===== src/asum_pkg.sv =====
`timescale 1ns / 1ps
// ----------------------------------------------------------------------------
// asum_pkg
// Shared types and constants of the agent state utilization monitor.
// ----------------------------------------------------------------------------
package asum_pkg;

	localparam int TYPES_DEF = 16;
	localparam int SLOTS_DEF = 8;
	localparam int STATES_DEF = 2;
	localparam int HIST_DEF = 60;

	localparam logic [1:0] OP_UPDATE = 2'd0;
	localparam logic [1:0] OP_SNAP = 2'd1;
	localparam logic [1:0] OP_QUERY = 2'd2;
	localparam logic [1:0] OP_NOP = 2'd3;

	localparam logic STATUS_OK = 1'b0;
	localparam logic STATUS_UNSUP = 1'b1;

	localparam logic [0:0] REG_LO = 1'd0;
	localparam logic [0:0] REG_HI = 1'd1;

	typedef struct packed {
		logic [1:0] op;
		logic [3:0] agent_type;
		logic [3:0] agent_num;
		logic state_sel;
		logic [31:0] now_ticks;
	} in_item_t;

	typedef struct packed {
		logic status;
		logic [14:0] percent_x256;
	} out_item_t;

	typedef struct packed {
		logic start;
		logic [39:0] num;
		logic [23:0] den;
	} div_req_t;

endpackage


===== src/asum_div.sv =====
`timescale 1ns / 1ps
// ----------------------------------------------------------------------------
// asum_div
// Restoring divider, one quotient bit per cycle.
// ----------------------------------------------------------------------------
module asum_div (
	input  logic clk,
	input  logic arst_n,
	input  asum_pkg::div_req_t req,
	output logic done,
	output logic [14:0] quot
);

	logic [39:0] num_q;
	logic [23:0] den_q;
	logic [24:0] rem_q;
	logic [5:0] cnt_q;
	logic run_q;
	logic [24:0] trial;

	assign trial = {rem_q[23:0], num_q[39]} - {1'b0, den_q};

	always_ff @(posedge clk or negedge arst_n) begin
		if (!arst_n) begin
			run_q <= 1'b0;
			cnt_q <= '0;
			done <= 1'b0;
		end else begin
			done <= 1'b0;
			if (req.start) begin
				run_q <= 1'b1;
				cnt_q <= 6'd40;
			end else if (run_q) begin
				cnt_q <= cnt_q - 6'd1;
				if (cnt_q == 6'd1) begin
					run_q <= 1'b0;
					done <= 1'b1;
				end
			end
		end
	end

	always_ff @(posedge clk) begin
		if (req.start) begin
			num_q <= req.num;
			den_q <= req.den;
			rem_q <= '0;
		end else if (run_q) begin
			if (!trial[24]) begin
				rem_q <= trial;
				num_q <= {num_q[38:0], 1'b1};
			end else begin
				rem_q <= {rem_q[23:0], num_q[39]};
				num_q <= {num_q[38:0], 1'b0};
			end
		end
	end

	assign quot = num_q[14:0];

endmodule


===== config.mk =====
export PLATFORM = sky130hd
export DESIGN_NAME = asum_div
export DESIGN_NICKNAME = d
export VERILOG_FILES = /design/src/asum_pkg.sv /design/src/asum_div.sv
export SDC_FILE = /design/constraint.sdc
export NUM_CORES = 1
export LEC_CHECK = 0
export BUFFER_PORTS_ARGS = -buffer_cell sky130_fd_sc_hd__buf_2
export CORE_ASPECT_RATIO = 2
export CORE_MARGIN = 2
export CORE_UTILIZATION = 62
export DETAILED_ROUTE_END_ITERATION = 16
export MAX_ROUTING_LAYER = met4
export PLACE_DENSITY_LB_ADDON = 0.05
export SKIP_CTS_REPAIR_TIMING = 1
export SLEW_MARGIN = 30
export SYNTH_ARGS = -nofsm -noshare
export SYNTH_HDL_FRONTEND = slang
export SYNTH_SLANG_ARGS = --single-unit
export TNS_END_PERCENT = 50

===== constraint.sdc =====
create_clock -name clk -period 5.15 [get_ports clk]
set_input_delay 1.03 -clock clk [delete_from_list [all_inputs] [get_ports clk]]
set_output_delay 1.03 -clock clk [all_outputs]
set_load 0.02 [all_outputs]

==> flow_summary.yaml <==
clock_tree:
  clockRootBuffer: "clkbuf_16"
  insertion_delay_ns: 0.34
  cts_buffer_depth: 2
  clkSlewWorstSetupHoldPaths_ns: 0.07
  htree_levels: 3
  numCtsBuffers: 9
  numClockSinks: 96
  cts_tree: "built"
run_status:
  status: "finished clean"
setup_path:
  worst-path-max-fanout: 18
  arrival_ns: 3.62
  crit_type: "reg2reg"
  r2r_start: "num_q[39]$_DFFE_PP_"
  crit_required_ns: 5.41
  ff2ff_path_depth: 11
  critPathLaunchType: "flop"
  r2r_end: "rem_q[16]$_SDFFE_PP0P_"
  cp-end-kind: "flop"
  ff2ff_setup_slack_ns: 1.79
global_route:
  grt_max_degree: 55
  grt_pass1_wl_um: 18700
  antenna_found_initial: 0
  first_global_vias: 4080
  grt_usage_pct: 24.9
  overflow: 0
routing:
  vias_per_cell: 6.03
  num_vias: 4067
  ant_nets: 0
  drc_errors: 0
  dr.first_iter.drc_count: 275
  wl_per_cell_um: 16.9
  routed_wl_um: 11400
  dr.pass1.iters: 4
synthesis:
  ys_types: 63
  synth_xor_area_share_pct: 3.00
  synth_cells: 516
  synth_adder_area_share_pct: 6.23
  synthMuxAreaShare_pct: 8.31
  synth_top_area_cell: "edfxtp_1"
  synth.most_common_cell: "edfxtp_1"
  synthSimpleGateAreaFrac_pct: 12.4
  synth_fp_nets: 610
  synth_flop_cell: "edfxtp_1"
  synth.yosys.seq_area_share_pct: 47.0
  yosys.area.top_type_share_pct: 34.7
  synth_commonest_cells: "edfxtp_1, mux2_2, nor2_1"
  avgSynthCellArea_um2: 10.7
  synth_compound_area_share_pct: 16.6
  yosys_warnings: 0
  syn_area_mm2: 0.00554
  async_reset_ff_share_pct: 8.33
  synth_edf_count: 64
  synth_area_leaders: "edfxtp_1, dfxtp_1, mux2_2"
  synth_top_family_by_area: "compound AO/OA/AOI/OAI gates"
  ys_ff_latch: 96
min_path:
  min_path_cells: 2
  min_to: "rem_q[12]$_SDFFE_PP0P_"
  hold_path.class: "reg2reg"
  min_from: "rem_q[12]$_SDFFE_PP0P_"
floorplan:
  core_mm2: 0.00865
  die_w_um: 70.9
  start_util_pct: 64.1
  io_pins: 83
  die_area_mm2: 0.00976
  die_y_um: 138
  rows: 48
finish:
  drive_above_1_share_pct: 28.2
  areaGrowthSynthToFinish_pct: 11.9
  nets: 664
  diodes: 0
timing:
  finalSetupViolations: 0
  hold_viol_final: 0
  maxSlewViolCount: 0
  finalSetupTns_ns: 0
  max_freq_mhz: 298
  skew_ns: 0.00888
  rsz0062_at_grt: "no"
  fin_ws_ns: 1.79
  worst-slew-pin-transition_ns: 0.810
  period_share_pct: 65.2
  period_minus_slack_ns: 3.36
  slew_headroom_pct: 46.0
place:
  place_hpwl_um: 8180
  pre_cts_slack_ns: 1.87
  gp_congestion: 0.943
  port_buffers: 82
pwr:
  p_per_area_mw_per_mm2: 467
  peakVddDrop_v: 0.000392
  p_leak_uw: 0.00263
job:
  cap_violations: 0
==> through the flow <==
| step | power (µW) | hold WS [ns] | utilization, % | cells | area (µm²) |
|---|---|---|---|---|---|
| after detailed placement | 2170 | 0.500 | 67.9 | 658 | 5870 |
| after floorplan | 1950 | 0.456 | - | 516 | 5540 |
| after global routing | 3060 | 0.515 | 71.7 | 675 | 6200 |
| after CTS | 2880 | 0.512 | 71.5 | 674 | 6180 |
| final | 2890 | 0.506 | 71.7 | 675 | 6200 |
| after global placement | 2130 | 0.487 | 67.8 | 658 | 5860 |
==> area by class of cell <==
type | count | area (µm²)
Sequential cell | 96 | 2600
Multi-Input combinational cell | 345 | 2590
Fill cell | 667 | 2450
Timing Repair Buffer | 86 | 450
Clock buffer | 11 | 233
Tap cell | 100 | 125
Inverter | 32 | 120
Clock inverter | 5 | 81.3
==> how the worst max path moves through the flow <==
stage / slack, ns / cells after the start / endpoint / from
6_report: 1.79 / 11 / rem_q[16]$_SDFFE_PP0P_ / num_q[39]$_DFFE_PP_
5_1_grt: 1.63 / 11 / rem_q[16]$_SDFFE_PP0P_ / num_q[39]$_DFFE_PP_
4_1_cts: 1.80 / 11 / rem_q[16]$_SDFFE_PP0P_ / num_q[39]$_DFFE_PP_
3_5_place_dp: 1.87 / 11 / rem_q[16]$_SDFFE_PP0P_ / num_q[39]$_DFFE_PP_
3_3_place_gp: 1.86 / 11 / rem_q[22]$_SDFFE_PP0P_ / num_q[39]$_DFFE_PP_
2_1_floorplan: 2.18 / 4 / num_q[0]$_DFFE_PP_ / req[64]
==> worst max-delay path, cell delays in order (launching register included) <==
cell and delay (ns):
edfxtp_1 0.35, inv_1 0.05, ha_1 0.23, fa_1 0.39
nand2b_1 0.22, a21oi_2 0.20, o211ai_2 0.15, a21o_1 0.22
a21boi_2 0.29, or3_1 0.62, nand2_1 0.25, a311oi_2 0.31
==> per-layer routing <==
metal / vias up / wire length, µm / share of wire [%] / track usage, %
met3: 19 / 380 / 3.3 / 3.58
met4: 0 / 301 / 2.6 / 13.1
met5: - / 0 / 0 / -
met2: 103 / 6380 / 56 / 42.8
met1: 1948 / 4350 / 38 / 27.8
li1: 1997 / - / - / -
==> flip-flops by register name, indices dropped and copies added, names as in the netlist <==
name / count
num_q: 40
run_q: 1
rem_q: 24
cnt_q: 6
den_q: 24
done: 1
==> cells by family (layout without fill, tap and decap cells) <==
family | count (synthesis) | in the layout
xor+xnor | 19 | 19
buf+inv | 75 | 134
mux | 41 | 41
compound gates | 124 | 124
flops | 96 | 96
simple gates | 134 | 134
fa+ha+maj | 27 | 27
==> where the power goes <==
group	switching, µW	internal [µW]
clock	277	426
sequential	101	968
combinational	637	483
==> placed cells by master (no fill, tap or decap), drive strengths merged, types with 8 or more instances in the layout <==
cell / count
a21o: 12
a21oi: 29
a311oi: 20
buf: 86
clkbuf: 11
dfrtp: 8
dfxtp: 24
edfxtp: 64
ha: 26
inv: 32
mux2: 40
nand2: 24
nand2b: 12
nand3: 22
nor2: 41
nor3: 8
o21ai: 31
xnor2: 13
(Power assumes the default switching activity.)
